`config.mk`:
```
export PLATFORM = sky130hd
export DESIGN_NAME = ttua_ctrl
export DESIGN_NICKNAME = d
export VERILOG_FILES = /design/src/ttua_pkg.sv /design/src/ttua_ctrl.sv
export SDC_FILE = /design/constraint.sdc
export NUM_CORES = 1
export LEC_CHECK = 0
export BUFFER_PORTS_ARGS = -buffer_cell sky130_fd_sc_hd__buf_2
export CAP_MARGIN = 5
export CORE_AREA = 5 5 42 44
export DETAILED_ROUTE_END_ITERATION = 8
export DIE_AREA = 0 0 47 49
export GPL_TIMING_DRIVEN = 0
export HOLD_SLACK_MARGIN = 0.12
export SYNTH_ARGS = -nofsm -noshare
export SYNTH_HDL_FRONTEND = slang
export SYNTH_SLANG_ARGS = --single-unit
```
`constraint.sdc`:
```
create_clock -name i_clk -period 1 [get_ports i_clk]
set_input_delay 0.05 -clock i_clk [delete_from_list [all_inputs] [get_ports i_clk]]
set_output_delay 0.05 -clock i_clk [all_outputs]
set_load 0.01 [all_outputs]
```
`src/ttua_pkg.sv`:
```
// ttua_pkg: shared types and constants for the vessel table with aging
// request/response structs, controller states, controller/datapath signals
// no dependencies
package ttua_pkg;

    localparam int ID_W       = 30;
    localparam int TIME_W     = 32;
    localparam int TEXT_W     = 64;
    localparam int SLOT_IDX_W = 5;

    localparam logic [TIME_W-1:0] STALE_RESET = 32'd360000;

    typedef logic [SLOT_IDX_W-1:0] t_slot_idx;

    typedef enum logic {
        ACT_UPSERT   = 1'b0,
        ACT_SNAPSHOT = 1'b1
    } t_action;

    typedef struct packed {
        logic              action;
        logic [TIME_W-1:0] current_time;
        logic [ID_W-1:0]   target_id;
        logic [TIME_W-1:0] seen_time;
        logic [TEXT_W-1:0] name_text;
        logic [TEXT_W-1:0] payload;
    } t_req;

    typedef struct packed {
        t_slot_idx         slot_index;
        logic [ID_W-1:0]   entry_id;
        logic [TIME_W-1:0] entry_seen_time;
        logic [TEXT_W-1:0] entry_name;
        logic [TEXT_W-1:0] entry_payload;
        logic              final_slot;
    } t_rsp;

    typedef struct packed {
        logic [ID_W-1:0]   id;
        logic [TIME_W-1:0] seen;
        logic [TEXT_W-1:0] name;
        logic [TEXT_W-1:0] payload;
    } t_entry;

    typedef enum logic [2:0] {
        ST_IDLE,
        ST_SCAN,
        ST_DRAIN,
        ST_WRITE,
        ST_SNAP_RD,
        ST_SNAP_EVAL,
        ST_SNAP_OUT
    } t_state;

    typedef struct packed {
        logic start;
        logic rd;
        logic wr;
        logic load_out;
    } t_cmd;

    typedef struct packed {
        logic idx_last;
        logic eval_last;
    } t_stat;

endpackage

```
`src/ttua_ctrl.sv`:
```
// ttua_ctrl: sequencer for the slot scan, upsert write and snapshot stream
// depends on ttua_pkg
module ttua_ctrl (
    input  logic            i_clk,
    input  logic            i_rst_n,
    input  logic            i_in_valid,
    input  logic            i_in_action,
    input  logic            i_out_ready,
    input  ttua_pkg::t_stat i_stat,
    output logic            o_in_ready,
    output logic            o_out_valid,
    output ttua_pkg::t_cmd  o_cmd
);

    ttua_pkg::t_state r_state;
    ttua_pkg::t_state n_state;

    always_ff @(posedge i_clk) begin
        if (!i_rst_n) begin
            r_state <= ttua_pkg::ST_IDLE;
        end else begin
            r_state <= n_state;
        end
    end

    always_comb begin
        n_state     = r_state;
        o_cmd       = '0;
        o_in_ready  = 1'b0;
        o_out_valid = 1'b0;
        case (r_state)
            ttua_pkg::ST_IDLE: begin
                o_in_ready = 1'b1;
                if (i_in_valid) begin
                    o_cmd.start = 1'b1;
                    if (i_in_action == ttua_pkg::ACT_SNAPSHOT) begin
                        n_state = ttua_pkg::ST_SNAP_RD;
                    end else begin
                        n_state = ttua_pkg::ST_SCAN;
                    end
                end
            end
            ttua_pkg::ST_SCAN: begin
                o_cmd.rd = 1'b1;
                if (i_stat.idx_last) begin
                    n_state = ttua_pkg::ST_DRAIN;
                end
            end
            ttua_pkg::ST_DRAIN: begin
                n_state = ttua_pkg::ST_WRITE;
            end
            ttua_pkg::ST_WRITE: begin
                o_cmd.wr = 1'b1;
                n_state  = ttua_pkg::ST_IDLE;
            end
            ttua_pkg::ST_SNAP_RD: begin
                o_cmd.rd = 1'b1;
                n_state  = ttua_pkg::ST_SNAP_EVAL;
            end
            ttua_pkg::ST_SNAP_EVAL: begin
                o_cmd.load_out = 1'b1;
                n_state        = ttua_pkg::ST_SNAP_OUT;
            end
            ttua_pkg::ST_SNAP_OUT: begin
                o_out_valid = 1'b1;
                if (i_out_ready) begin
                    if (i_stat.eval_last) begin
                        n_state = ttua_pkg::ST_IDLE;
                    end else begin
                        n_state = ttua_pkg::ST_SNAP_RD;
                    end
                end
            end
            default: begin
                n_state = ttua_pkg::ST_IDLE;
            end
        endcase
    end

endmodule

```
==> metrics.md, run 1 <==
| Metric | Value |
|---|---|
| Tmin final | `approximately 1100 ps` |
| TritonCTS buffer count | `3` |
| H-tree depth | `1` |
| Syn avg cell area | `between 7 and 8 sq um` |
| Unrepaired setup endpoints after global routing | `true` |
| Mapped cell area | `243 sq um` |
| Syn. warnings | `0` |
| #FFs+latches synth | `3` |
| Share of cells above drive strength 1 | `~57%` |
| Die W | `47 um` |
| Diode count | `0` |
| WL/cell | `approximately 11 um` |
| Worst min path class | `in2reg` |
| Status | `complete, but fails checks` |
| Clk root buf | `clkbuf_4` |
| Worst Slack Setup Final | `-67.5 ps` |
| Post-Place Cells | `between 50 and 60` |
| GRT overflow | `0` |
| Synth cell count leaders | `a21oi_1 (3), dfxtp_1 (3), inv_1 (3), nor3_1 (3)` |
| Vias in the first global route | `roughly 300` |
| Crit path DAT | `1020 ps` |
| Buffers & Inverters on Critical Path | `2` |
| Max reg flops | `3` |
| Crit-path cells | `buf_6 > xnor2_1 > nor2_1 > buf_2` |
| Worst Setup Start Kind | `flop` |
| Max Clk Rate | `about 0.94 GHz` |
| Drt via density | `around 4.4` |
| Core area | `roughly 1400 sq um` |
| Total Routing Usage GR | `approximately 7.3%` |
| Top FF cell, synth | `dfxtp_1` |
| Skew final | `between 0.15 and 0.2 ps` |
| Area grow syn2layout | `73.2%` |
| DR iter-0 viols | `0` |
| Cells after synthesis | `31` |
| I/O pin cnt | `13` |
| Slowest stage delay, CP | `around 330 ps` |
| Leading area contributor after synthesis | `dfxtp_1` |
| Crit Path Class | `reg2out` |
| Row Count | `14` |
| Synth unique cells | `20` |
| Worst-Margin Slew | `254 ps` |
| Area fraction of the dominant cell type after synthesis | `around a quarter` |
| Top flop regs | `r_state: 3 flops` |
| Clk buf depth | `2` |
| CTS sink count | `3` |
| Leak Pwr | `0.209 nW` |
| CTS tree | `done` |
| Net Count, Synth | `38` |
| Crit end category | `output port` |
| DP Wirelength | `~490 um` |
| Number of enable flip-flop cells after synthesis | `0` |
| Most flops, register | `r_state` |
| Crit-path slowest cell | `dfxtp_2` |
| Port Buffers | `12` |
| Slew margin rel. | `slightly above 80%` |
| Final Wtd Congestion | `roughly 0.68` |
| Pwr Density | `between 2000 and 3000 nW/um^2` |
| Nets | `59` |
| Total routed wirelength | `727 um` |
| Total number of vias | `~300` |
| Post-synthesis sequential area ratio | `between 20 and 25%` |
| Maximum vdd drop | `755 uV` |
| Initial antenna violation count | `0` |
| Design Power | `~1.1 mW` |
| Post-synth ARST share | `0%` |
| Die height | `slightly below 50 um` |
| Post-DRT Antenna Nets | `0` |
| First-pass DRT Iterations | `1` |
| Final Hold Violating Endpoints | `0` |
| Endpoints failing setup | `7` |
| Failing checks | `negative setup slack` |
| Pin count of the biggest net entering global routing | `8` |
| Clock Pin Slew Worst Setup and Hold Paths | `40 ps` |
| Highest fanout seen on the critical path | `5` |
| Synth top area cells | `dfxtp_1 (25%), o211a_1 (8.2%), a21oi_1 (6.2%)` |
| Slew Viols, Final | `0` |
| Final cell count without fillers | `67` |
| Worst-skew pair later-pin latency | `roughly 230 ps` |
| Cell family with most CP delay | `flip-flops` |
| Max Cap Violations | `0` |
| First-pass GRT wire length | `between 1000 and 1500 um` |
| Initial core utilization | `between 10% and 20%` |
| Residual DRC count | `0` |
| Fin crit share | `107%` |
| WP data required | `around 950 ps` |
| Die area | `between 2000 and 2500 sq um` |
per-layer routing:
layer | share of wire [%] | wire, um | global-route usage, % | vias to the layer above
met4 | 0 | 0 | 2.76 | 0
met5 | 0 | 0 | 0 | -
met3 | 4.7 | 34 | 3.32 | 0
li1 | - | - | - | 154
met1 | 39 | 285 | 7.22 | 133
met2 | 56 | 407 | 12.7 | 7
through the flow:
| stage | hold WS, ps | instance area, sq um | setup WS, ps | setup TNS [ps] | util, % |
|---|---|---|---|---|---|
| 4_1_cts | 121 | 428 | -78.4 | -446 | 30.5 |
| 2_1_floorplan | 198 | 248 | -20.5 | -20.5 | - |
| 3_3_place_gp | 322 | 328 | -79.8 | -132 | 23.4 |
| 5_1_grt | 168 | 420 | -109 | -744 | 30.0 |
| 6_report | 125 | 420 | -67.5 | -316 | 30.0 |
| 3_5_place_dp | 329 | 328 | -77.2 | -135 | 23.4 |
worst paths after layout:
check / slack, ps / from / end / cells past startpoint
worst min register to register: 630 / r_state[1]$_SDFFE_PN0P_ / r_state[1]$_SDFFE_PN0P_ / 3
worst max register to register: -50 / r_state[1]$_SDFFE_PN0P_ / r_state[0]$_SDFFE_PN0P_ / 3
worst max-delay path: -70 / r_state[0]$_SDFFE_PN0P_ / o_cmd[2] / 4
worst min-delay path: 120 / i_out_ready / r_state[1]$_SDFFE_PN0P_ / 4
power by group:
part | internal [mW] | leakage [nW] | switching (mW) | total [mW]
combinational | 0.359 | 0.167 | 0.346 | 0.705
sequential | 0.178 | 0.0261 | 0.0484 | 0.226
clock | 0.149 | 0.0150 | 0.0622 | 0.212
total | 0.687 | 0.209 | 0.456 | 1.14
cells in the final DEF (no fill, tap or decap), drive strengths merged:
| cell type | Yosys | final |
|---|---|---|
| dfxtp | 3 | 3 |
| or3b | 1 | 1 |
| a32o | 1 | 1 |
| nor2 | 1 | 1 |
| o21ai | 1 | 1 |
| nand2b | 1 | 1 |
| nand2 | 2 | 2 |
| clkbuf | 0 | 4 |
| and3 | 2 | 2 |
| o211ai | 1 | 1 |
| a21o | 1 | 1 |
| a2111oi | 1 | 1 |
| nand4 | 1 | 1 |
| o211a | 2 | 2 |
| inv | 3 | 3 |
| buf | 3 | 17 |
| a21oi | 3 | 3 |
| dlygate4sd3 | 0 | 2 |
| nor3 | 3 | 3 |
| xnor2 | 1 | 1 |
what timing repair did:
| action | CTS | global route |
|---|---|---|
| endpoints found under the setup margin | 8 | 9 |
| setup buffers | 2 | 0 |
| gates resized for setup | 11 | 2 |
| pin swaps | 1 | 2 |
| gates cloned | 1 | 0 |
| hold endpoints to repair | 3 | 0 |
| hold buffers | 2 | 0 |
logic make-up (layout without fill, tap and decap cells):
kind of cell	after synthesis	in the layout	synth area share [%]
buf+inv	6	26	15.5
flops	3	3	24.7
simple gates	11	11	25.3
compound gates	10	10	30.9
xor+xnor	1	1	3.61
worst register-to-register path: cells and delay by family (launching register included):
| kind | cells | cell delay, ps |
|---|---|---|
| DFF | 1 | 350 |
| AOI/OAI and AO/OA | 2 | 260 |
| and+or+nand+nor | 1 | 360 |
area by class of cell:
type	instances	area, sq um
multi-input combinational	22	163
tap	16	20.0
inverter	3	16.3
clock buffer	4	26.3
buffer	2	22.5
timing repair buffer	17	106
fill	165	981
sequential	3	66.3
No activity file was read; power rests on OpenSTA's default activity.
==> run 2: changes to the inputs <==
--- a/config.mk
+++ b/config.mk
@@ -5,6 +5,7 @@
 export SDC_FILE = /design/constraint.sdc
 export NUM_CORES = 1
 export LEC_CHECK = 0
+export ABC_AREA = 1
 export BUFFER_PORTS_ARGS = -buffer_cell sky130_fd_sc_hd__buf_2
 export CAP_MARGIN = 5
 export CORE_AREA = 5 5 42 44
==> metrics.md, run 2 <==
| Metric | Value |
|---|---|
| Drt via density | `3.89 (-11%)` |
| Slew margin rel. | `89.6% (+6.5 points)` |
| End-of-flow core utilization | `30.4% (+0.36 points)` |
| Initial core utilization | `16.2% (-1.2 points)` |
| Most frequent cells in the layout | `buf_2 (9), nor2_1 (8), inv_1 (7), nand2_1 (4)` |
| Crit end category | `output port` |
| Multi-input gate area | `174 sq um (+6.9%)` |
| Register area | `71.3 sq um (+7.5%)` |
| WL/cell | `8.43 um (-22%)` |
| Total Routing Usage GR | `5.77% (-1.5 points)` |
| Post-synthesis sequential area ratio | `26.5% (+1.8 points)` |
| Final Wtd Congestion | `0.750 (+11%)` |
| Endpoints failing setup | `6 (-1)` |
| Die area | `2300 sq um (unchanged)` |
| Most flops, register | `r_state` |
| Number of enable flip-flop cells after synthesis | `0 (unchanged)` |
| Count leader, synth | `nor2_1` |
| Crit-path cells | `nor2_4 > a22o_2 > buf_6` |
| Worst-Margin Slew | `155 ps (-99.0 ps)` |
| Max Cap Violations | `0 (unchanged)` |
| Leak Pwr | `0.225 nW (+7.7%)` |
| CTS sink count | `3 (unchanged)` |
| GRT overflow | `0 (unchanged)` |
| Syn avg cell area | `5.81 sq um (-26%)` |
| Crit path DAT | `1020 ps (about the same)` |
| Max Clk Rate | `0.931 GHz (-0.65%)` |
| DP Wirelength | `484 um (-0.76%)` |
| Total number of vias | `288 (-2.0%)` |
| Diode count | `0 (unchanged)` |
| Top flop regs | `r_state: 3 flops` |
| Slew Viols, Final | `0 (unchanged)` |
| Clock Pin Slew Worst Setup and Hold Paths | `40 ps (about the same)` |
| Post-synth ARST share | `0% (unchanged)` |
| Worst min path class | `in2reg` |
| Tmin final | `1070 ps (+7.01 ps)` |
| Port Buffers | `12 (unchanged)` |
| Pwr Density | `3400 nW/um^2 (+25%)` |
| Final Hold Violating Endpoints | `0 (unchanged)` |
| Worst Slack Setup Final | `-74.6 ps (-7.01 ps)` |
| Nets | `66 (+12%)` |
| Cell family with most CP delay | `flip-flops` |
| Share of cells above drive strength 1 | `55.2% (-1.7 points)` |
| Worst reg-to-reg setup slack | `-30 ps (+20 ps)` |
| WP data required | `950 ps (about the same)` |
| Max reg flops | `3 (unchanged)` |
| DR iter-0 viols | `5 (+5)` |
| Core area | `1400 sq um (unchanged)` |
| H-tree depth | `1 (unchanged)` |
| Crit Path Class | `reg2out` |
| Vias in the first global route | `273 (-8.7%)` |
| Crit-path slowest cell | `dfxtp_4` |
| #FFs+latches synth | `3 (unchanged)` |
| Synth cell count leaders | `nor2_1 (10), inv_1 (8), nand2_1 (6)` |
| Pre-CTS setup slack | `-128 ps (-50.4 ps)` |
| Design Power | `1.45 mW (+26%)` |
| Die W | `47 um (unchanged)` |
| Residual DRC count | `0 (unchanged)` |
| Row Count | `14 (unchanged)` |
| Net Count, Synth | `46 (+21%)` |
| Synth unique cells | `11 (-45%)` |
| Fin crit share | `107% (+0.70 points)` |
| Highest fanout seen on the critical path | `6 (+1)` |
| Post-DRT Antenna Nets | `0 (unchanged)` |
| First-pass GRT wire length | `966 um (-20%)` |
| Total routed wirelength | `624 um (-14%)` |
| Skew final | `5.09 ps (+4.90 ps)` |
| Leading area contributor after synthesis | `dfxtp_1` |
| Buffers & Inverters on Critical Path | `1 (-1)` |
| Unrepaired setup endpoints after global routing | `true` |
| Slowest stage delay, CP | `390 ps (+60 ps)` |
| Status | `complete, but fails checks` |
| Syn. warnings | `0 (unchanged)` |
| TritonCTS buffer count | `3 (unchanged)` |
| Synth top area cells | `dfxtp_1 (27%), nor2_1 (17%), inv_1 (13%)` |
| Worst-skew pair later-pin latency | `230 ps (about the same)` |
| Die height | `49 um (unchanged)` |
| Top FF cell, synth | `dfxtp_1` |
| Area grow syn2layout | `87.8%` |
| Initial antenna violation count | `0 (unchanged)` |
| Cells after synthesis | `39 (+26%)` |
| Maximum vdd drop | `784 uV (+3.9%)` |
| Pin count of the biggest net entering global routing | `7 (-1)` |
| Fillers | `158 (-4.2%)` |
| Worst Setup Start Kind | `flop` |
| Clk root buf | `clkbuf_4` |
| Clk buf depth | `2 (unchanged)` |
| Mapped cell area | `226 sq um (-6.7%)` |
| CTS tree | `done` |
| I/O pin cnt | `13 (unchanged)` |
| Area fraction of the dominant cell type after synthesis | `26.5% (+1.8 points)` |
| First-pass DRT Iterations | `3 (+2)` |
| Commonest non-fill, non-tap cell in the layout | `buf_2` |
| Failing checks | `negative setup slack` |
[run 2: cell types whose count changed in the layout (fill, tap and decap cells not counted), sizes merged, moves of 2 or more]
cell   previous run  this run
o211a             2         0
buf              17        14
nand3             0         5
and3              2         0
inv               3         8
nor3              3         1
nand2             2         6
nor2              1        11
[run 2: stage by stage]
| step | cells | TNS, ps | cell area, sq um | hold slack [ps] |
|---|---|---|---|---|
| floorplan | 39 | 0 | 231 | 162 |
| detailed placement | 67 | -216 | 312 | 287 |
| CTS | 74 | -361 | 407 | 216 |
| global placement | 67 | -200 | 312 | 285 |
| global route | 74 | -664 | 425 | 245 |
| finish | 74 | -204 | 425 | 221 |
[run 2: path summary, 6_finish.rpt]
path / to / cells past startpoint / startpoint
worst min-delay path: r_state[0]$_SDFFE_PN0P_ / 6 / i_in_action
worst max-delay path: o_cmd[2] / 3 / r_state[1]$_SDFFE_PN0P_
worst min register to register: r_state[1]$_SDFFE_PN0P_ / 3 / r_state[0]$_SDFFE_PN0P_
worst max register to register: r_state[0]$_SDFFE_PN0P_ / 7 / r_state[0]$_SDFFE_PN0P_
[run 2: kinds of logic (layout without fill, tap and decap cells)]
group / Yosys count / count (layout) / share of synthesized area, %
AO/OA/AOI/OAI: 5 / 5 / 13.3
flip-flops: 3 / 3 / 26.5
buffers and inverters: 8 / 27 / 13.3
AND/OR/NAND/NOR: 23 / 23 / 47.0
[run 2: power breakdown]
part / internal (mW) / switching, mW
Sequential: 0.214 / 0.127
Clock: 0.150 / 0.0635
Combinational: 0.445 / 0.447
[run 2: per-layer routing]
metal  GRT usage, %  share of wire, %  wire, um  vias up
met2           9.95                50       309        9
met4           2.76                 0         0        0
li1               -                 -         -      160
met3           3.69                13        80        0
met1           4.81                38       234      119
met5              0                 0         0        -
[run 2: area by class of cell]
type                    count  share of cell area [%]
flip-flops and latches      3                    16.8
clock buffers               4                    6.18
inverters                   8                    7.06
multi-input cells          28                    40.9
well taps                  16                    4.71
repair buffers             15                    24.4
[run 2: timing repair]
item	CTS	global route
endpoints found under the setup margin	9	9
resized for setup	12	5
buffers inserted	2	0
endpoints found under the hold margin	3	0
hold buffers	1	0
pin swaps	3	1
[run 2: worst min-delay path: stages]
cell	delay [ps]
buf_2	80
nand2_1	60
nand3_1	70
nor2_1	40
nor2_1	80
nor2_1	40
